==> config.mk <==
export PLATFORM = sky130hd
export DESIGN_NAME = sd_card_spi_host_engine
export DESIGN_NICKNAME = d
export VERILOG_FILES = /design/src/rtl/sdh_pkg.sv /design/src/rtl/sdh_cfg.sv /design/src/rtl/sdh_core.sv /design/src/rtl/sd_card_spi_host_engine.sv
export SDC_FILE = /design/constraint.sdc
export NUM_CORES = 1
export LEC_CHECK = 0
export BUFFER_PORTS_ARGS = -buffer_cell sky130_fd_sc_hd__clkbuf_2
export CAP_MARGIN = 15
export CORE_MARGIN = 2
export CORE_UTILIZATION = 35
export CTS_BUF_LIST = sky130_fd_sc_hd__clkbuf_8
export DETAILED_ROUTE_END_ITERATION = 10
export GPL_TIMING_DRIVEN = 0
export PLACE_DENSITY = 0.53
export SKIP_CTS_REPAIR_TIMING = 1
export SYNTH_ARGS = -nofsm -noshare
export SYNTH_HDL_FRONTEND = slang
export SYNTH_SLANG_ARGS = --single-unit
==> constraint.sdc <==
create_clock -name clk_i -period 6.35 [get_ports clk_i]
set_input_delay 0.9525 -clock clk_i [delete_from_list [all_inputs] [get_ports clk_i]]
set_output_delay 0.9525 -clock clk_i [all_outputs]
set_load 0.05 [all_outputs]
==> src/rtl/sdh_pkg.sv <==
// Shared types and constants for the SD card SPI host engine.
`default_nettype none

package sdh_pkg;

  localparam int unsigned IN_DATA_W  = 64;
  localparam int unsigned OUT_DATA_W = 64;
  localparam int unsigned CMD_W      = 3;
  localparam int unsigned CFG_IDX_W  = 3;
  localparam int unsigned CFG_DATA_W = 16;

  localparam logic [31:0] MAX_COUNT = 32'd65535;

  localparam logic [CMD_W-1:0] CMD_INIT  = 3'd0;
  localparam logic [CMD_W-1:0] CMD_READ  = 3'd1;
  localparam logic [CMD_W-1:0] CMD_WRITE = 3'd2;
  localparam logic [CMD_W-1:0] CMD_RX    = 3'd3;
  localparam logic [CMD_W-1:0] CMD_WDATA = 3'd4;
  localparam logic [CMD_W-1:0] CMD_TICK  = 3'd5;

  localparam logic [2:0] ERR_NONE     = 3'd0;
  localparam logic [2:0] ERR_NO_CARD  = 3'd1;
  localparam logic [2:0] ERR_ECHO     = 3'd2;
  localparam logic [2:0] ERR_INIT     = 3'd3;
  localparam logic [2:0] ERR_BUSY     = 3'd4;
  localparam logic [2:0] ERR_DATA     = 3'd5;
  localparam logic [2:0] ERR_REJECTED = 3'd6;

  localparam logic [CFG_IDX_W-1:0] CFG_READY_TO   = 3'd0;
  localparam logic [CFG_IDX_W-1:0] CFG_TOKEN_TO   = 3'd1;
  localparam logic [CFG_IDX_W-1:0] CFG_INIT_TO    = 3'd2;
  localparam logic [CFG_IDX_W-1:0] CFG_IDLE_ATT   = 3'd3;
  localparam logic [CFG_IDX_W-1:0] CFG_RESP_POLLS = 3'd4;
  localparam logic [CFG_IDX_W-1:0] CFG_RETRY_DLY  = 3'd5;
  localparam logic [CFG_IDX_W-1:0] CFG_PWR_DLY    = 3'd6;

  localparam logic [7:0] TOK_START   = 8'hFE;
  localparam logic [7:0] TOK_MULTI   = 8'hFC;
  localparam logic [7:0] TOK_STOP    = 8'hFD;
  localparam logic [7:0] CRC_CMD0    = 8'h95;
  localparam logic [7:0] CRC_CMD8    = 8'h87;
  localparam logic [7:0] CRC_DUMMY   = 8'h01;
  localparam logic [7:0] IDLE_BYTE   = 8'hFF;
  localparam logic [4:0] DRESP_MASK_OK = 5'h05;

  typedef struct packed {
    logic [15:0] ready_to;
    logic [15:0] token_to;
    logic [15:0] init_to;
    logic [7:0]  idle_att;
    logic [7:0]  resp_polls;
    logic [7:0]  retry_dly;
    logic [7:0]  pwr_dly;
  } cfg_t;

  typedef struct packed {
    logic        has;
    logic        txv;
    logic [7:0]  tx;
    logic        cs;
    logic        slow;
    logic        rv;
    logic [7:0]  rb;
    logic        ww;
    logic        done;
    logic        succ;
    logic [2:0]  err;
    logic        rdy;
    logic [31:0] cap;
  } res_t;

endpackage

`default_nettype wire

==> src/rtl/sdh_cfg.sv <==
// Configuration register file of the SD host engine.
`default_nettype none

module sdh_cfg (
  input  wire logic                           clk_i,
  input  wire logic                           rst_ni,
  input  wire logic                           cfg_valid_i,
  output logic                                cfg_ready_o,
  input  wire logic [sdh_pkg::CFG_IDX_W-1:0]  cfg_index_i,
  input  wire logic [sdh_pkg::CFG_DATA_W-1:0] cfg_data_i,
  output sdh_pkg::cfg_t                       cfg_o
);

  sdh_pkg::cfg_t cfg_q, cfg_d;

  assign cfg_ready_o = 1'b1;
  assign cfg_o       = cfg_q;

  always_comb begin
    cfg_d = cfg_q;
    if (cfg_valid_i) begin
      case (cfg_index_i)
        sdh_pkg::CFG_READY_TO:   cfg_d.ready_to   = cfg_data_i;
        sdh_pkg::CFG_TOKEN_TO:   cfg_d.token_to   = cfg_data_i;
        sdh_pkg::CFG_INIT_TO:    cfg_d.init_to    = cfg_data_i;
        sdh_pkg::CFG_IDLE_ATT:   cfg_d.idle_att   = cfg_data_i[7:0];
        sdh_pkg::CFG_RESP_POLLS: cfg_d.resp_polls = cfg_data_i[7:0];
        sdh_pkg::CFG_RETRY_DLY:  cfg_d.retry_dly  = cfg_data_i[7:0];
        sdh_pkg::CFG_PWR_DLY:    cfg_d.pwr_dly    = cfg_data_i[7:0];
        default: ;
      endcase
    end
  end

  always_ff @(posedge clk_i or negedge rst_ni) begin
    if (!rst_ni) begin
      cfg_q.ready_to   <= 16'd500;
      cfg_q.token_to   <= 16'd200;
      cfg_q.init_to    <= 16'd1000;
      cfg_q.idle_att   <= 8'd10;
      cfg_q.resp_polls <= 8'd10;
      cfg_q.retry_dly  <= 8'd20;
      cfg_q.pwr_dly    <= 8'd10;
    end else begin
      cfg_q <= cfg_d;
    end
  end

endmodule

`default_nettype wire

==> src/rtl/sdh_core.sv <==
// Protocol sequencer of the SD host engine: one transaction step per fire.
`default_nettype none

module sdh_core (
  input  wire logic                      clk_i,
  input  wire logic                      rst_ni,
  input  wire logic                      fire_i,
  input  wire logic [sdh_pkg::CMD_W-1:0] cmd_i,
  input  wire logic [31:0]               lba_i,
  input  wire logic [15:0]               count_i,
  input  wire logic [7:0]                rx_i,
  input  wire logic [7:0]                wbyte_i,
  input  wire sdh_pkg::cfg_t             cfg_i,
  output sdh_pkg::res_t                  res_o
);

  typedef enum logic [5:0] {
    P_IDLE, P_FR_CSH, P_FR_RDY, P_FR_SEND, P_FR_STUFF, P_FR_POLL,
    P_I_PWR, P_I_CLK, P_I_RDLY, P_I_RCLK, P_I_R7, P_I_OCR, P_TOK, P_CSD, P_RDATA,
    P_W_RDY, P_W_TOK, P_W_REQ, P_W_DATA, P_W_TAIL, P_W_FIN,
    R_CMD0, R_CMD8, R_A41V2, R_CMD58, R_V1PROBE, R_V1LOOP, R_CMD16, R_CMD9,
    R_RDCMD, R_CMD12, R_A23, R_WRCMD
  } phase_e;

  function automatic logic [7:0] frame_byte(input logic [5:0] c, input logic [31:0] a,
                                            input logic [2:0] i);
    logic [7:0] b;
    case (i)
      3'd0:    b = {2'b01, c};
      3'd1:    b = a[31:24];
      3'd2:    b = a[23:16];
      3'd3:    b = a[15:8];
      3'd4:    b = a[7:0];
      default: b = (c == 6'd0) ? sdh_pkg::CRC_CMD0 :
                   ((c == 6'd8) ? sdh_pkg::CRC_CMD8 : sdh_pkg::CRC_DUMMY);
    endcase
    return b;
  endfunction

  phase_e      phase_q, phase_d, ret_q, ret_d, is_ret;
  logic [5:0]  fcmd_q, fcmd_d, is_cmd, effc;
  logic [31:0] farg_q, farg_d, is_arg;
  logic        app_q, app_d;
  logic [9:0]  bidx_q, bidx_d;
  logic [7:0]  pcnt_q, pcnt_d, att_q, att_d;
  logic [15:0] ms_q, ms_d, pms_q, pms_d;
  logic [31:0] ocr_q, ocr_d;
  logic [7:0]  csd_q [16];
  logic        csd_we;
  logic [15:0] blk_q, blk_d;
  logic [31:0] addr_q, addr_d;
  logic        hc_q, hc_d, rdy_q, rdy_d, cs_q, cs_d, slow_q, slow_d, fail_q, fail_d;
  logic [31:0] cap_q, cap_d, cap_csd;
  logic [2:0]  err_q, err_d;

  logic        do_cr, do_issue, do_begin, do_fin, fin_ok, do_initok, do_wfail, do_rv, do_ww;
  logic        snd;
  logic [7:0]  snd_b, cr_r1, wtok;
  logic [2:0]  fin_code, wf_code;

  logic [21:0] v2_size;
  logic [22:0] v2_sz1;
  logic [11:0] v1_size;
  logic [12:0] v1_sz1;
  logic [2:0]  v1_m;
  logic [3:0]  v1_rb, v1_sh;

  // CSD capacity decode
  always_comb begin
    v2_size = {csd_q[7][5:0], csd_q[8], csd_q[9]};
    v2_sz1  = {1'b0, v2_size} + 23'd1;
    v1_size = {csd_q[6][1:0], csd_q[7], csd_q[8][7:6]};
    v1_sz1  = {1'b0, v1_size} + 13'd1;
    v1_m    = {csd_q[9][1:0], csd_q[10][7]};
    v1_rb   = csd_q[5][3:0];
    v1_sh   = 4'(5'({2'b0, v1_m}) + 5'({1'b0, v1_rb}) - 5'd7);
    if (csd_q[0][7:6] == 2'b01) begin
      cap_csd = {v2_sz1[21:0], 10'b0};
    end else if (v1_rb < 4'd9) begin
      cap_csd = 32'd0;
    end else begin
      cap_csd = {19'b0, v1_sz1} << v1_sh;
    end
  end

  assign wtok = (fcmd_q == 6'd24) ? sdh_pkg::TOK_START :
                (((blk_q == 16'd0) || fail_q) ? sdh_pkg::TOK_STOP : sdh_pkg::TOK_MULTI);

  always_comb begin
    phase_d = phase_q; ret_d = ret_q; fcmd_d = fcmd_q; farg_d = farg_q; app_d = app_q;
    bidx_d = bidx_q; pcnt_d = pcnt_q; att_d = att_q; ms_d = ms_q; pms_d = pms_q;
    ocr_d = ocr_q; blk_d = blk_q; addr_d = addr_q; hc_d = hc_q; rdy_d = rdy_q;
    cs_d = cs_q; slow_d = slow_q; fail_d = fail_q; cap_d = cap_q; err_d = err_q;
    csd_we = 1'b0;
    do_cr = 1'b0; cr_r1 = 8'h00; do_issue = 1'b0; is_cmd = 6'd0; is_arg = 32'd0;
    is_ret = P_IDLE; do_begin = 1'b0; do_fin = 1'b0; fin_ok = 1'b0;
    fin_code = sdh_pkg::ERR_NONE; do_initok = 1'b0; do_wfail = 1'b0;
    wf_code = sdh_pkg::ERR_NONE; do_rv = 1'b0; do_ww = 1'b0;
    snd = 1'b0; snd_b = sdh_pkg::IDLE_BYTE;
    effc = app_q ? 6'd55 : fcmd_q;
    res_o = '0;

    case (cmd_i)
      sdh_pkg::CMD_TICK: begin
        if (ms_d != 16'd0) ms_d = ms_q - 16'd1;
        if (pms_d != 16'd0) pms_d = pms_q - 16'd1;
        if (ms_d == 16'd0 && phase_q == P_I_PWR) begin
          bidx_d = '0; cs_d = 1'b0; phase_d = P_I_CLK; snd = 1'b1;
        end else if (ms_d == 16'd0 && phase_q == P_I_RDLY) begin
          bidx_d = '0; cs_d = 1'b0; phase_d = P_I_RCLK; snd = 1'b1;
        end
      end
      sdh_pkg::CMD_WDATA: begin
        if (phase_q == P_W_REQ) begin
          phase_d = P_W_DATA; snd = 1'b1; snd_b = wbyte_i;
        end
      end
      sdh_pkg::CMD_INIT: begin
        if (phase_q == P_IDLE) begin
          rdy_d = 1'b0; err_d = sdh_pkg::ERR_NONE; slow_d = 1'b1; cs_d = 1'b0;
          fail_d = 1'b0; ms_d = {8'd0, cfg_i.pwr_dly}; phase_d = P_I_PWR;
          if (cfg_i.pwr_dly == 8'd0) begin
            bidx_d = '0; phase_d = P_I_CLK; snd = 1'b1;
          end
        end
      end
      sdh_pkg::CMD_READ, sdh_pkg::CMD_WRITE: begin
        if (phase_q == P_IDLE) begin
          if (!rdy_q || count_i == 16'd0 || {16'd0, count_i} > sdh_pkg::MAX_COUNT) begin
            do_fin = 1'b1; fin_ok = 1'b0; err_d = sdh_pkg::ERR_REJECTED;
          end else begin
            err_d = sdh_pkg::ERR_NONE; fail_d = 1'b0;
            addr_d = hc_q ? lba_i : {lba_i[22:0], 9'b0};
            blk_d = count_i; cs_d = 1'b1; do_issue = 1'b1; is_arg = addr_d;
            if (cmd_i == sdh_pkg::CMD_READ) begin
              is_cmd = (count_i == 16'd1) ? 6'd17 : 6'd18; is_ret = R_RDCMD;
            end else if (count_i == 16'd1) begin
              is_cmd = 6'd24; is_ret = R_WRCMD;
            end else begin
              is_cmd = 6'd23; is_arg = {16'd0, count_i}; is_ret = R_A23;
            end
          end
        end
      end
      sdh_pkg::CMD_RX: begin
        case (phase_q)
          P_FR_CSH: begin
            cs_d = 1'b1; pms_d = cfg_i.ready_to; phase_d = P_FR_RDY; snd = 1'b1;
          end
          P_FR_RDY: begin
            if (rx_i == sdh_pkg::IDLE_BYTE || (pms_q == 16'd0 && effc == 6'd0)) begin
              bidx_d = '0; phase_d = P_FR_SEND; snd = 1'b1;
              snd_b = frame_byte(effc, app_q ? 32'd0 : farg_q, 3'd0);
            end else if (pms_q == 16'd0) begin
              err_d = sdh_pkg::ERR_BUSY; do_cr = 1'b1; cr_r1 = sdh_pkg::IDLE_BYTE;
            end else begin
              snd = 1'b1;
            end
          end
          P_FR_SEND: begin
            bidx_d = bidx_q + 10'd1;
            if (bidx_d < 10'd6) begin
              snd = 1'b1; snd_b = frame_byte(effc, app_q ? 32'd0 : farg_q, bidx_d[2:0]);
            end else if (effc == 6'd12) begin
              phase_d = P_FR_STUFF; snd = 1'b1;
            end else begin
              pcnt_d = cfg_i.resp_polls; phase_d = P_FR_POLL; snd = 1'b1;
            end
          end
          P_FR_STUFF: begin
            pcnt_d = cfg_i.resp_polls; phase_d = P_FR_POLL; snd = 1'b1;
          end
          P_FR_POLL: begin
            if (rx_i[7]) begin
              pcnt_d = pcnt_q - 8'd1;
              if (pcnt_d != 8'd0) snd = 1'b1;
              else begin do_cr = 1'b1; cr_r1 = rx_i; end
            end else begin
              do_cr = 1'b1; cr_r1 = rx_i;
            end
          end
          P_I_CLK: begin
            bidx_d = bidx_q + 10'd1;
            if (bidx_d < 10'd16) snd = 1'b1;
            else begin
              cs_d = 1'b1; att_d = 8'd0;
              if (att_d < cfg_i.idle_att) begin
                do_issue = 1'b1; is_cmd = 6'd0; is_ret = R_CMD0;
              end else begin
                do_fin = 1'b1; fin_code = sdh_pkg::ERR_NO_CARD;
              end
            end
          end
          P_I_RCLK: begin
            bidx_d = bidx_q + 10'd1;
            if (bidx_d < 10'd3) snd = 1'b1;
            else begin
              cs_d = 1'b1; att_d = att_q + 8'd1;
              if (att_d < cfg_i.idle_att) begin
                do_issue = 1'b1; is_cmd = 6'd0; is_ret = R_CMD0;
              end else begin
                do_fin = 1'b1; fin_code = sdh_pkg::ERR_NO_CARD;
              end
            end
          end
          P_I_R7, P_I_OCR: begin
            ocr_d = {ocr_q[23:0], rx_i};
            bidx_d = bidx_q + 10'd1;
            if (bidx_d < 10'd4) snd = 1'b1;
            else if (phase_q == P_I_R7) begin
              if (ocr_d[15:8] != 8'h01 || ocr_d[7:0] != 8'hAA) begin
                do_fin = 1'b1; fin_code = sdh_pkg::ERR_ECHO;
              end else begin
                ms_d = cfg_i.init_to; do_issue = 1'b1; is_cmd = 6'd41;
                is_arg = 32'h4000_0000; is_ret = R_A41V2;
              end
            end else begin
              hc_d = ocr_d[30]; do_issue = 1'b1; is_cmd = 6'd9; is_ret = R_CMD9;
            end
          end
          P_TOK: begin
            if (rx_i == sdh_pkg::IDLE_BYTE && pms_q != 16'd0) snd = 1'b1;
            else begin
              bidx_d = '0;
              if (fcmd_q == 6'd9) begin
                if (rx_i == sdh_pkg::TOK_START) begin phase_d = P_CSD; snd = 1'b1; end
                else do_initok = 1'b1;
              end else if (rx_i == sdh_pkg::TOK_START) begin
                phase_d = P_RDATA; snd = 1'b1;
              end else if (fcmd_q == 6'd17) begin
                do_fin = 1'b1;
              end else begin
                fail_d = 1'b1;
                if (err_q == sdh_pkg::ERR_NONE) err_d = sdh_pkg::ERR_DATA;
                do_issue = 1'b1; is_cmd = 6'd12; is_ret = R_CMD12;
              end
            end
          end
          P_CSD: begin
            csd_we = (bidx_q < 10'd16);
            bidx_d = bidx_q + 10'd1;
            if (bidx_d < 10'd18) snd = 1'b1;
            else begin cap_d = cap_csd; do_initok = 1'b1; end
          end
          P_RDATA: begin
            do_rv = (bidx_q < 10'd512);
            bidx_d = bidx_q + 10'd1;
            if (bidx_d < 10'd514) snd = 1'b1;
            else begin
              blk_d = blk_q - 16'd1;
              if (fcmd_q == 6'd17) begin
                do_fin = 1'b1; fin_ok = 1'b1;
              end else if (blk_d != 16'd0) begin
                pms_d = cfg_i.token_to; phase_d = P_TOK; snd = 1'b1;
              end else begin
                do_issue = 1'b1; is_cmd = 6'd12; is_ret = R_CMD12;
              end
            end
          end
          P_W_RDY: begin
            if (rx_i == sdh_pkg::IDLE_BYTE) begin
              phase_d = P_W_TOK; snd = 1'b1; snd_b = wtok;
            end else if (pms_q == 16'd0) begin
              do_wfail = 1'b1; wf_code = sdh_pkg::ERR_BUSY;
            end else begin
              snd = 1'b1;
            end
          end
          P_W_TOK: begin
            if (wtok == sdh_pkg::TOK_STOP) begin
              if (fail_q) do_fin = 1'b1;
              else begin pms_d = cfg_i.ready_to; phase_d = P_W_FIN; snd = 1'b1; end
            end else begin
              bidx_d = '0; phase_d = P_W_REQ; do_ww = 1'b1;
            end
          end
          P_W_DATA: begin
            bidx_d = bidx_q + 10'd1;
            if (bidx_d < 10'd512) begin
              phase_d = P_W_REQ; do_ww = 1'b1;
            end else begin
              phase_d = P_W_TAIL; snd = 1'b1;
            end
          end
          P_W_TAIL: begin
            if (bidx_q < 10'd514) begin
              bidx_d = bidx_q + 10'd1; snd = 1'b1;
            end else if (rx_i[4:0] == sdh_pkg::DRESP_MASK_OK) begin
              blk_d = blk_q - 16'd1;
              if (fcmd_q == 6'd24) begin
                pms_d = cfg_i.ready_to; phase_d = P_W_FIN; snd = 1'b1;
              end else begin
                pms_d = cfg_i.ready_to; phase_d = P_W_RDY; snd = 1'b1;
              end
            end else begin
              do_wfail = 1'b1; wf_code = sdh_pkg::ERR_DATA;
            end
          end
          P_W_FIN: begin
            if (rx_i == sdh_pkg::IDLE_BYTE || pms_q == 16'd0) begin
              do_fin = 1'b1; fin_ok = 1'b1;
            end else begin
              snd = 1'b1;
            end
          end
          default: ;
        endcase
      end
      default: ;
    endcase

    // write block failure
    if (do_wfail) begin
      if (err_d == sdh_pkg::ERR_NONE) err_d = wf_code;
      fail_d = 1'b1;
      if (wtok == sdh_pkg::TOK_MULTI) begin
        pms_d = cfg_i.ready_to; phase_d = P_W_RDY; snd = 1'b1;
      end else begin
        do_fin = 1'b1;
      end
    end

    // R1 response handling, app prefix first
    if (do_cr) begin
      if (app_q && cr_r1 <= 8'd1) begin
        app_d = 1'b0; do_begin = 1'b1;
      end else begin
        app_d = 1'b0;
        case (ret_q)
          R_CMD0: begin
            if (cr_r1 == 8'd1) begin
              do_issue = 1'b1; is_cmd = 6'd8; is_arg = 32'h0000_01AA; is_ret = R_CMD8;
            end else begin
              ms_d = {8'd0, cfg_i.retry_dly}; phase_d = P_I_RDLY;
              if (cfg_i.retry_dly == 8'd0) begin
                bidx_d = '0; cs_d = 1'b0; phase_d = P_I_RCLK; snd = 1'b1;
              end
            end
          end
          R_CMD8: begin
            if (cr_r1 == 8'd1) begin
              bidx_d = '0; ocr_d = '0; phase_d = P_I_R7; snd = 1'b1;
            end else begin
              do_issue = 1'b1; is_cmd = 6'd41; is_ret = R_V1PROBE;
            end
          end
          R_A41V2: begin
            if (cr_r1 == 8'd0) begin
              do_issue = 1'b1; is_cmd = 6'd58; is_ret = R_CMD58;
            end else if (ms_d == 16'd0) begin
              do_fin = 1'b1; fin_code = sdh_pkg::ERR_INIT;
            end else begin
              do_issue = 1'b1; is_cmd = 6'd41; is_arg = 32'h4000_0000; is_ret = R_A41V2;
            end
          end
          R_CMD58: begin
            if (cr_r1 != 8'd0) begin
              do_fin = 1'b1; fin_code = sdh_pkg::ERR_INIT;
            end else begin
              bidx_d = '0; ocr_d = '0; phase_d = P_I_OCR; snd = 1'b1;
            end
          end
          R_V1PROBE: begin
            ms_d = cfg_i.init_to; do_issue = 1'b1; is_ret = R_V1LOOP;
            is_cmd = (cr_r1 <= 8'd1) ? 6'd41 : 6'd1;
          end
          R_V1LOOP: begin
            if (cr_r1 == 8'd0) begin
              do_issue = 1'b1; is_cmd = 6'd16; is_arg = 32'd512; is_ret = R_CMD16;
            end else if (ms_d == 16'd0) begin
              do_fin = 1'b1; fin_code = sdh_pkg::ERR_INIT;
            end else begin
              do_issue = 1'b1; is_cmd = fcmd_q; is_ret = R_V1LOOP;
            end
          end
          R_CMD16: begin
            if (cr_r1 != 8'd0) begin
              do_fin = 1'b1; fin_code = sdh_pkg::ERR_INIT;
            end else begin
              hc_d = 1'b0; do_issue = 1'b1; is_cmd = 6'd9; is_ret = R_CMD9;
            end
          end
          R_CMD9: begin
            if (cr_r1 == 8'd0) begin
              pms_d = cfg_i.token_to; phase_d = P_TOK; snd = 1'b1;
            end else begin
              do_initok = 1'b1;
            end
          end
          R_RDCMD: begin
            if (cr_r1 != 8'd0) do_fin = 1'b1;
            else begin pms_d = cfg_i.token_to; phase_d = P_TOK; snd = 1'b1; end
          end
          R_CMD12: begin
            do_fin = 1'b1; fin_ok = !fail_d;
          end
          R_A23: begin
            do_issue = 1'b1; is_cmd = 6'd25; is_arg = addr_q; is_ret = R_WRCMD;
          end
          R_WRCMD: begin
            if (cr_r1 != 8'd0) do_fin = 1'b1;
            else begin pms_d = cfg_i.ready_to; phase_d = P_W_RDY; snd = 1'b1; end
          end
          default: do_fin = 1'b1;
        endcase
      end
    end

    if (do_initok) begin
      do_fin = 1'b1; fin_ok = 1'b1;
    end

    if (do_issue) begin
      fcmd_d = is_cmd; farg_d = is_arg; ret_d = is_ret;
      app_d = (is_cmd == 6'd41) || (is_cmd == 6'd23);
      do_begin = 1'b1;
    end

    if (do_begin) begin
      bidx_d = '0;
      if (!app_d && fcmd_d == 6'd12) begin
        phase_d = P_FR_SEND; snd = 1'b1;
        snd_b = frame_byte(fcmd_d, farg_d, 3'd0);
      end else begin
        cs_d = 1'b0; phase_d = P_FR_CSH; snd = 1'b1;
      end
    end

    if (do_fin) begin
      if (fin_ok) err_d = sdh_pkg::ERR_NONE;
      else if (fin_code != sdh_pkg::ERR_NONE) err_d = fin_code;
      else if (err_d == sdh_pkg::ERR_NONE) err_d = sdh_pkg::ERR_DATA;
      if (!(cmd_i != sdh_pkg::CMD_RX && err_d == sdh_pkg::ERR_REJECTED && !fin_ok
            && phase_q == P_IDLE)) begin
        cs_d = 1'b0; snd = 1'b1; snd_b = sdh_pkg::IDLE_BYTE; phase_d = P_IDLE;
      end
    end

    res_o.has  = snd | do_rv | do_ww | do_fin;
    res_o.txv  = snd;
    res_o.tx   = snd ? snd_b : 8'h00;
    res_o.cs   = cs_d;
    res_o.slow = slow_d;
    res_o.rv   = do_rv;
    res_o.rb   = do_rv ? rx_i : 8'h00;
    res_o.ww   = do_ww;
    res_o.done = do_fin;
    res_o.succ = do_fin & fin_ok;

    if (do_initok) begin
      slow_d = 1'b0; rdy_d = 1'b1;
    end

    res_o.err = err_d;
    res_o.rdy = rdy_d;
    res_o.cap = cap_d;
  end

  always_ff @(posedge clk_i or negedge rst_ni) begin
    if (!rst_ni) begin
      phase_q <= P_IDLE; ret_q <= P_IDLE; fcmd_q <= '0; farg_q <= '0; app_q <= 1'b0;
      bidx_q <= '0; pcnt_q <= '0; att_q <= '0; ms_q <= '0; pms_q <= '0; ocr_q <= '0;
      blk_q <= '0; addr_q <= '0; hc_q <= 1'b0; rdy_q <= 1'b0; cap_q <= '0;
      err_q <= sdh_pkg::ERR_NONE; cs_q <= 1'b0; slow_q <= 1'b1; fail_q <= 1'b0;
    end else if (fire_i) begin
      phase_q <= phase_d; ret_q <= ret_d; fcmd_q <= fcmd_d; farg_q <= farg_d;
      app_q <= app_d; bidx_q <= bidx_d; pcnt_q <= pcnt_d; att_q <= att_d;
      ms_q <= ms_d; pms_q <= pms_d; ocr_q <= ocr_d; blk_q <= blk_d; addr_q <= addr_d;
      hc_q <= hc_d; rdy_q <= rdy_d; cap_q <= cap_d; err_q <= err_d; cs_q <= cs_d;
      slow_q <= slow_d; fail_q <= fail_d;
    end
  end

  always_ff @(posedge clk_i) begin
    if (fire_i && csd_we) begin
      csd_q[bidx_q[3:0]] <= rx_i;
    end
  end

`ifndef SYNTHESIS
  a_ww_waits: assert property (@(posedge clk_i) disable iff (!rst_ni)
    (fire_i && res_o.ww) |=> (phase_q == P_W_REQ))
    else $error("write data request without waiting phase");
  a_done_idle: assert property (@(posedge clk_i) disable iff (!rst_ni)
    (fire_i && res_o.done) |=> (phase_q == P_IDLE))
    else $error("request ended but engine not idle");
  a_succ_clean: assert property (@(posedge clk_i) disable iff (!rst_ni)
    (fire_i && res_o.succ) |-> (res_o.err == sdh_pkg::ERR_NONE))
    else $error("success reported with an error code");
  a_rdata_bound: assert property (@(posedge clk_i) disable iff (!rst_ni)
    (phase_q == P_RDATA) |-> (bidx_q < 10'd514))
    else $error("read block index overrun");
`endif

endmodule

`default_nettype wire

==> src/rtl/sd_card_spi_host_engine.sv <==
// SD card SPI-mode host engine top level: input and output stages around the sequencer.
//
// Usage: every transaction on the slave stream is one step: tuser selects init, read,
// write, card byte (echo of the last byte shifted), write data byte or millisecond tick;
// tdata carries lba, block_count, rx_byte and write_byte. A step yields zero or one
// result transaction on the master stream: a byte to shift (tx_valid/tx_byte with chip
// select and clock rate), a read data byte, a request for the next write byte, or the
// end of a request (tlast) with success and error code. Card status fields ride along.
// Configuration writes use the cfg channel (always ready); the user must make them
// while idle, the block itself does not enforce it. A step passes the input register,
// then the result register. One step per cycle while the receiver does not stall; a
// real link runs one step per SPI byte.
// When the receiver stalls, the result register holds and the input register fills,
// then s_axis_tready_o drops until the result is taken.
// Reset clears all control state: engine idle, card not ready, slow clock, no select,
// configuration at its defaults. No clearing pass is needed.
`default_nettype none

module sd_card_spi_host_engine (
  input  wire logic                            clk_i,
  input  wire logic                            rst_ni,
  input  wire logic                            s_axis_tvalid_i,
  output logic                                 s_axis_tready_o,
  // lba[31:0], block_count[47:32], rx_byte[55:48], write_byte[63:56]
  input  wire logic [sdh_pkg::IN_DATA_W-1:0]   s_axis_tdata_i,
  // command[2:0]
  input  wire logic [sdh_pkg::CMD_W-1:0]       s_axis_tuser_i,
  output logic                                 m_axis_tvalid_o,
  input  wire logic                            m_axis_tready_i,
  // tx_valid[0], tx_byte[8:1], chip_select[9], slow_clock[10], read_valid[11],
  // read_byte[19:12], write_wanted[20], success[21], error_code[24:22],
  // card_up[25], capacity_blocks[57:26], zero[63:58]
  output logic [sdh_pkg::OUT_DATA_W-1:0]       m_axis_tdata_o,
  // done_res
  output logic                                 m_axis_tlast_o,
  input  wire logic                            cfg_valid_i,
  output logic                                 cfg_ready_o,
  input  wire logic [sdh_pkg::CFG_IDX_W-1:0]   cfg_index_i,
  input  wire logic [sdh_pkg::CFG_DATA_W-1:0]  cfg_data_i
);

  sdh_pkg::cfg_t cfg;
  sdh_pkg::res_t res;

  logic                           in_v_q;
  logic [sdh_pkg::CMD_W-1:0]      in_cmd_q;
  logic [sdh_pkg::IN_DATA_W-1:0]  in_data_q;
  logic                           out_v_q;
  sdh_pkg::res_t                  out_q;
  logic                           core_fire;

  assign core_fire       = in_v_q && (!out_v_q || m_axis_tready_i);
  assign s_axis_tready_o = !in_v_q || core_fire;

  sdh_cfg u_cfg (
    .clk_i       (clk_i),
    .rst_ni      (rst_ni),
    .cfg_valid_i (cfg_valid_i),
    .cfg_ready_o (cfg_ready_o),
    .cfg_index_i (cfg_index_i),
    .cfg_data_i  (cfg_data_i),
    .cfg_o       (cfg)
  );

  sdh_core u_core (
    .clk_i   (clk_i),
    .rst_ni  (rst_ni),
    .fire_i  (core_fire),
    .cmd_i   (in_cmd_q),
    .lba_i   (in_data_q[31:0]),
    .count_i (in_data_q[47:32]),
    .rx_i    (in_data_q[55:48]),
    .wbyte_i (in_data_q[63:56]),
    .cfg_i   (cfg),
    .res_o   (res)
  );

  always_ff @(posedge clk_i or negedge rst_ni) begin
    if (!rst_ni) begin
      in_v_q  <= 1'b0;
      out_v_q <= 1'b0;
    end else begin
      if (s_axis_tvalid_i && s_axis_tready_o) begin
        in_v_q <= 1'b1;
      end else if (core_fire) begin
        in_v_q <= 1'b0;
      end
      if (core_fire) begin
        out_v_q <= res.has;
      end else if (m_axis_tready_i) begin
        out_v_q <= 1'b0;
      end
    end
  end

  always_ff @(posedge clk_i) begin
    if (s_axis_tvalid_i && s_axis_tready_o) begin
      in_cmd_q  <= s_axis_tuser_i;
      in_data_q <= s_axis_tdata_i;
    end
    if (core_fire && res.has) begin
      out_q <= res;
    end
  end

  assign m_axis_tvalid_o = out_v_q;
  assign m_axis_tlast_o  = out_q.done;
  assign m_axis_tdata_o  = {6'd0, out_q.cap, out_q.rdy, out_q.err, out_q.succ, out_q.ww,
                            out_q.rb, out_q.rv, out_q.slow, out_q.cs, out_q.tx, out_q.txv};

endmodule

`default_nettype wire

-- After elaboration in Yosys (flattened, before gate mapping)
Memory sizes are Yosys's and may differ from the RTL's.
Cells that the tools add are included.
- register bits after elaboration: 437
- RAM bits: 128
- bits of input ports: 91
- output and inout bits: 68
- logic and storage cells: 663
- memories: 1
- memory list (name ; words ; bits a word ; read ports ; clocked after Yosys merged registers in ; write ports ; RTL line ; text):
    u_core.csd_q ; 16 ; 8 ; 7 ; 0 ; 1 ; sdh_core.sv:48 ; logic [7:0] csd_q [16];
- add/subtract/negate cells: 10
- magnitude comparators: 14
- eq/ne operators: 78
- shift operators: 1
- multiplexer cells: 435
- bitwise gates (word level): 5
- reductions and logical operators: 76
- operators with widths (operator ; count):
    32-bit two-way mux ; 26
    16-bit two-way mux ; 30
    6-bit two-way mux ; 75
    1-bit two-way mux ; 171
    8-bit two-way mux ; 21
    10-bit two-way mux ; 15
    16-bit case mux with 2 select lines ; 4
    32-bit case mux with 2 select lines ; 2
    32-bit case mux with 4 select lines ; 1
    6-bit by 5-bit == test with 1-bit output (second input constant) ; 19
    3-bit two-way mux ; 32
    16-bit case mux with 3 select lines ; 2
    6-bit case mux with 7 select lines ; 2
    16-bit logical NOT ; 5
    6-bit by 4-bit == test with 1-bit output (second input constant) ; 12
    16-bit case mux with 4 select lines ; 1
    10-bit case mux with 3 select lines ; 2
    6-bit case mux with 10 select lines ; 1
    10-bit case mux with 5 select lines ; 1
    8-bit case mux with 2 select lines ; 3
    8-bit case mux with 3 select lines ; 2
    16-bit nonzero test ; 3
    16-bit by 1-bit subtractor with 16-bit output (second input constant) ; 3
    10-bit less-than comparator (second input constant) ; 4
    73 further kinds ; 182

-- Depth between registers and ports, before layout
- depth in word-level cells: 27
- mapped depth: 18
- mapped depth without buffers: 16

-- Cells and area by module
Synthesis repeated with hierarchy kept, for this count alone.
- cell total of the unflattened synthesis: 2882
- area, all modules: 26784.4 µm²
- by module, submodules not included (module ; times used ; cells each ; area an instance (µm²) ; seq. area each (µm²)):
    sdh_core ; 1 ; 2560 ; 19745.2 ; 6172.2
    sd_card_spi_host_engine ; 1 ; 143 ; 3943.8 ; 3833.7
    sdh_cfg ; 1 ; 179 ; 3095.5 ; 2030.7

-- Worst setup path after synthesis
No wires, ideal clock.
- kind: register to register
- from: reg u_core.pcnt_q[0]
- to: reg out_q (netlist bit m_axis_tdata_o[0]) (enable)
- setup time: 0.428 ns
- arrival: 4.994 ns
- slack: 0.928 ns
- stages on the path, launching flop included: 14
- path buffers: 0
- path through: dfrtp_1 -> inv_1 -> ha_1 -> or4b_2 -> xnor2_1 -> o31a_1 -> o41ai_1 -> a311o_1 -> nand2_1 -> o41ai_1 -> inv_1 -> and3_1 -> o41ai_4 -> o41a_1
- RTL lines (what ; RTL line ; text):
    start: declaration ; sdh_core.sv:45 ; logic [7:0] pcnt_q, pcnt_d, att_q, att_d;
    start signal: assignment ; sdh_core.sv:467 ; app_q <= app_d; bidx_q <= bidx_d; pcnt_q <= pcnt_d; att_q <= att_d;
    end signal: assignment ; sd_card_spi_host_engine.sv:102 ; out_q <= res;
    end: declaration ; sd_card_spi_host_engine.sv:49 ; sdh_pkg::res_t out_q;

-- Worst setup path after layout
- from: reg u_core.ms_q[0]
- to: reg out_v_q, in the netlist m_axis_tvalid_o
- longest elaborated chain between the ends: 25
- elaborated cells on any way between the ends: 59
- ends and longest elaborated chain (what ; RTL line ; text):
    start: declaration ; sdh_core.sv:46 ; logic [15:0] ms_q, ms_d, pms_q, pms_d;
    start signal: assignment ; sdh_core.sv:468 ; ms_q <= ms_d; pms_q <= pms_d; ocr_q <= ocr_d; blk_q <= blk_d; addr_q <= addr_d;
    parallel branches: the longest is 23 deep, another holds 16-bit by 1-bit subtractor with 16-bit output ; n/a ;
    1-bit bitwise OR (*) ; sdh_core.sv:439 ; res_o.has = snd | do_rv | do_ww | do_fin;
    1-bit two-way mux (*) ; sd_card_spi_host_engine.sv:88 ; if (core_fire) begin
    end signal: assignment ; sd_card_spi_host_engine.sv:89 ; out_v_q <= res.has;
    end: declaration ; sd_card_spi_host_engine.sv:48 ; logic out_v_q;
Mark *: on every way between the ends. The select of a mux whose other input is x is not followed.
A chain may end at the register's enable or synchronous reset.

==> out/results.ini <==
[synthesis]
ys_types = 107
synth_compound_area_share_pct = 21.9
ys_seq_area_share_pct = 44.9
synth_top_family_by_area = compound AO/OA/AOI/OAI gates
syn_inst = 2988
synthSimpleGateAreaFrac_pct = 20.5
synth_edf_count = 159
postSynthAreaPerCell_sq_um = 8.98
synth_ff_type = dfrtp_1
yosys.area_share.xor_xnor_pct = 1.57
synth_mux_area_share_pct = 5.69
ys_seq_elements = 448
yosysWarningCount = 0
async_reset_ff_share_pct = 64.5
netlist_area_sq_um = 26800
synthAdderAreaFrac_pct = 1.33

[floorplanning]
io_pins = 159
core_sq_um = 75900
die_x_um = 281
die-area_sq_um = 78900
fp.dieH_um = 281
placementRows = 101
initial_core_util_pct = 35.3

[final_layout]
drive_above_1_share_pct = 15.0
layout_common_cells = nand2_1 (441), o21ai_0 (283), dfrtp_1 (265), nor2_1 (238), a21oi_1 (192)
nNetsFinal = 3369
final_common_cell = nand2_1
fillers = 7730
syn_to_final_growth_pct = 15.5

[place]
gp_congestion = 0.996
dp.final_hpwl_um = 78500
io_buffers = 149
pre_cts_ws_ps = 158

[setup_path]
cp_slowest_cell = o41a_2
required_ps = 6940
crit_type = register to register
max_stage_delay_ps = 720
r2r_setup_slack_ps = 260
worst-r2r-cell-count = 17
critical_path_arrival_ps = 6680
cpLargestDelayFamily = simple AND/OR/NAND/NOR gates
crit_buf_inv = 4
worstPathCellList = clkbuf_1, inv_1, ha_1, nor3b_2, nand4_1, clkbuf_1, o2111ai_1, a221oi_1, nand4_1, nor4b_2, nand4_2, o211a_1, nor3_4, nand3_2, o41a_2, buf_12, or2_1
cp-end-kind = register
cp.depth = 17
critPathMaxFanout = 19
startpoint_type = register

[sta]
setup_slack_ps = 259
max_freq_mhz = 164
hold_viol_final = 0
finalCriticalPeriod_ps = 6090
rsz0062_at_grt = false
worst_pin_slew_ps = 1300
slew-limit-headroom_pct = 12.7
slew_viol_final = 0
finalSetupViolCount = 0
final.period_utilization_pct = 95.9
clock_skew_ps = 48.7

[route]
antenna_left = 0
vias = 25467
wirelength_um = 104000
drc = 0
first_iter_violations = 2919
vias_per_cell = 5.85
first_pass_iters = 6
wl_per_cell_um = 24.0

[global_route]
grt_max_degree = 103
grtUsageTotal_pct = 26.2
grt_pass1_vias = 24097
antenna_found_initial = 3
grt_first_pass_wirelength_um = 156000
gr-total-overflow = 0

[job]
drv_cap = 0

[pwr]
pwr-share-comb_pct = 28.8
ir_worst_vdd_v = 0.000177
p_leak_nw = 12.1
p_clk_share_pct = 31.5
p_total_w = 0.00954
seqPwrFrac_pct = 39.7
p_sw_w = 0.00356
pwr_density_cell_nw_per_um2 = 308
internal-power_w = 0.00598
swShare_pct = 37.3

[cts]
cts_tree = done
cts_buffer_depth = 3
htree_levels = 3
cts_root_buffer = clkbuf_8
numCtsBuffers = 82
path_clk_slew_ps = 60
cts.sinks = 448
clkLatencyLatePin_ps = 720

[min_path]
hp-class = input pin to async pin

[status]
status = finished clean

==> cells in the mapped netlist (all sizes together), types with 12 or more instances <==
master  count  share of area, %
nand2     442               6.2
o21ai     290               5.4
dfrtp     265                25
nor2      238               3.3
a21oi     193               3.6
clkbuf    173               2.4
edfxtp    159                18
nor3      109               2.1
mux2       99               4.2
nand3      79               1.5
inv        54              0.76
a31oi      51               1.2
a22oi      50               1.4
nor4       42               1.1
mux2i      41               1.5
buf        40              0.86
and2       36              0.84
xnor2      36               1.2
and3       33              0.77
a221oi     31               1.0
nand4      28              0.68
ha         27               1.3
dfstp      24               2.4
or3        24              0.58
a22o       23              0.75
a221o      22              0.82
nand2b     22              0.51
nor2b      21              0.49
a211oi     18              0.52
a21o       17              0.48
o21a       17              0.48
o22ai      17              0.42
o31ai      17              0.48
o211ai     15              0.44
or4        15              0.43
or2        14              0.33
o221ai     13              0.42
xor2       12              0.39
==> flip-flops by register name (all words and copies together), names as in the netlist, 3 cells and up <==
name            cells
u_cfg.cfg_o        80
in_data_q          64
m_axis_tdata_o     58
u_core.csd_q       33
u_core.addr_q      32
u_core.cap_q       32
u_core.farg_q      32
u_core.blk_q       16
u_core.ms_q        16
u_core.pms_q       16
u_core.bidx_q      10
u_core.ocr_q       10
u_core.att_q        8
u_core.pcnt_q       8
u_core.fcmd_q       6
u_core.phase_q      6
u_core.ret_q        6
in_cmd_q            3
u_core.err_q        3
==> power by group through the flow <==
stage               clock [W]  sequential, W  combinational, W
floorplan                   0        0.00383           0.00170
global placement            0        0.00384           0.00264
detailed placement          0        0.00383           0.00267
CTS                   0.00309        0.00378           0.00268
global route          0.00322        0.00383           0.00298
finish                0.00300        0.00378           0.00275
==> worst reg2reg max path: stages (launching register included) <==
cell       delay [ps]
dfrtp_1           340
clkbuf_1          400
inv_1             150
ha_1              320
nor3b_2           220
nand4_1           150
clkbuf_1          450
o2111ai_1         190
a221oi_1          470
nand4_1           190
nor4b_2           450
nand4_2           320
o211a_1           380
nor3_4            490
nand3_2           270
o41a_2            720
buf_12            260
or2_1             220
==> logic make-up after synthesis <==
family / after synthesis
simple gates: 1152
flops: 448
compound gates: 902
xor+xnor: 48
other cells: 2
mux: 140
fa+ha+maj: 28
buf+inv: 268
==> final timing paths <==
kind / end / startpoint
worst min register to register: u_core.farg_q[21] / u_core.farg_q[21]
worst min-delay path: u_core.cap_q[21] / rst_ni
max in group asynchronous: u_core.blk_q[8] / rst_ni
worst max-delay path: m_axis_tvalid_o / u_core.ms_q[0]
min in group clk_i: in_data_q[51] / s_axis_tdata_i[51]
worst max register to register: m_axis_tvalid_o / u_core.ms_q[0]
==> layout make-up <==
| cell class | count | area [sq um] | share of cell area [%] |
|---|---|---|---|
| Multi-Input combinational cell | 2277 | 13800 | 44.4 |
| Sequential cell | 448 | 12000 | 38.8 |
| Clock buffer | 97 | 1340 | 4.31 |
| Tap cell | 1030 | 1290 | 4.16 |
| Timing Repair Buffer | 173 | 1010 | 3.28 |
| Buffer | 213 | 880 | 2.84 |
| Clock inverter | 57 | 464 | 1.50 |
| Inverter | 55 | 206 | 0.666 |
| Antenna cell | 2 | 5.00 | 0.0162 |
==> per-stage QoR <==
stage	hold WS [ps]	instances	instance area, sq um	setup TNS [ps]	util, %
6_report	336	4352	31000	0	40.8
5_1_grt	364	4351	31000	0	40.8
4_1_cts	347	4336	30900	0	40.6
3_5_place_dp	464	4182	29100	0	38.3
3_3_place_gp	461	4172	28900	-714080	38.0
2_1_floorplan	445	2993	26800	0	-
==> layer usage <==
metal	track usage, %	vias up	share of wire (%)
li1	-	11647	-
met1	35.6	12399	43
met2	40.4	1174	45
met3	4.50	247	7.4
met4	12.9	0	4.9
met5	0	-	0
Note: power is estimated with default switching activity, not from simulation.
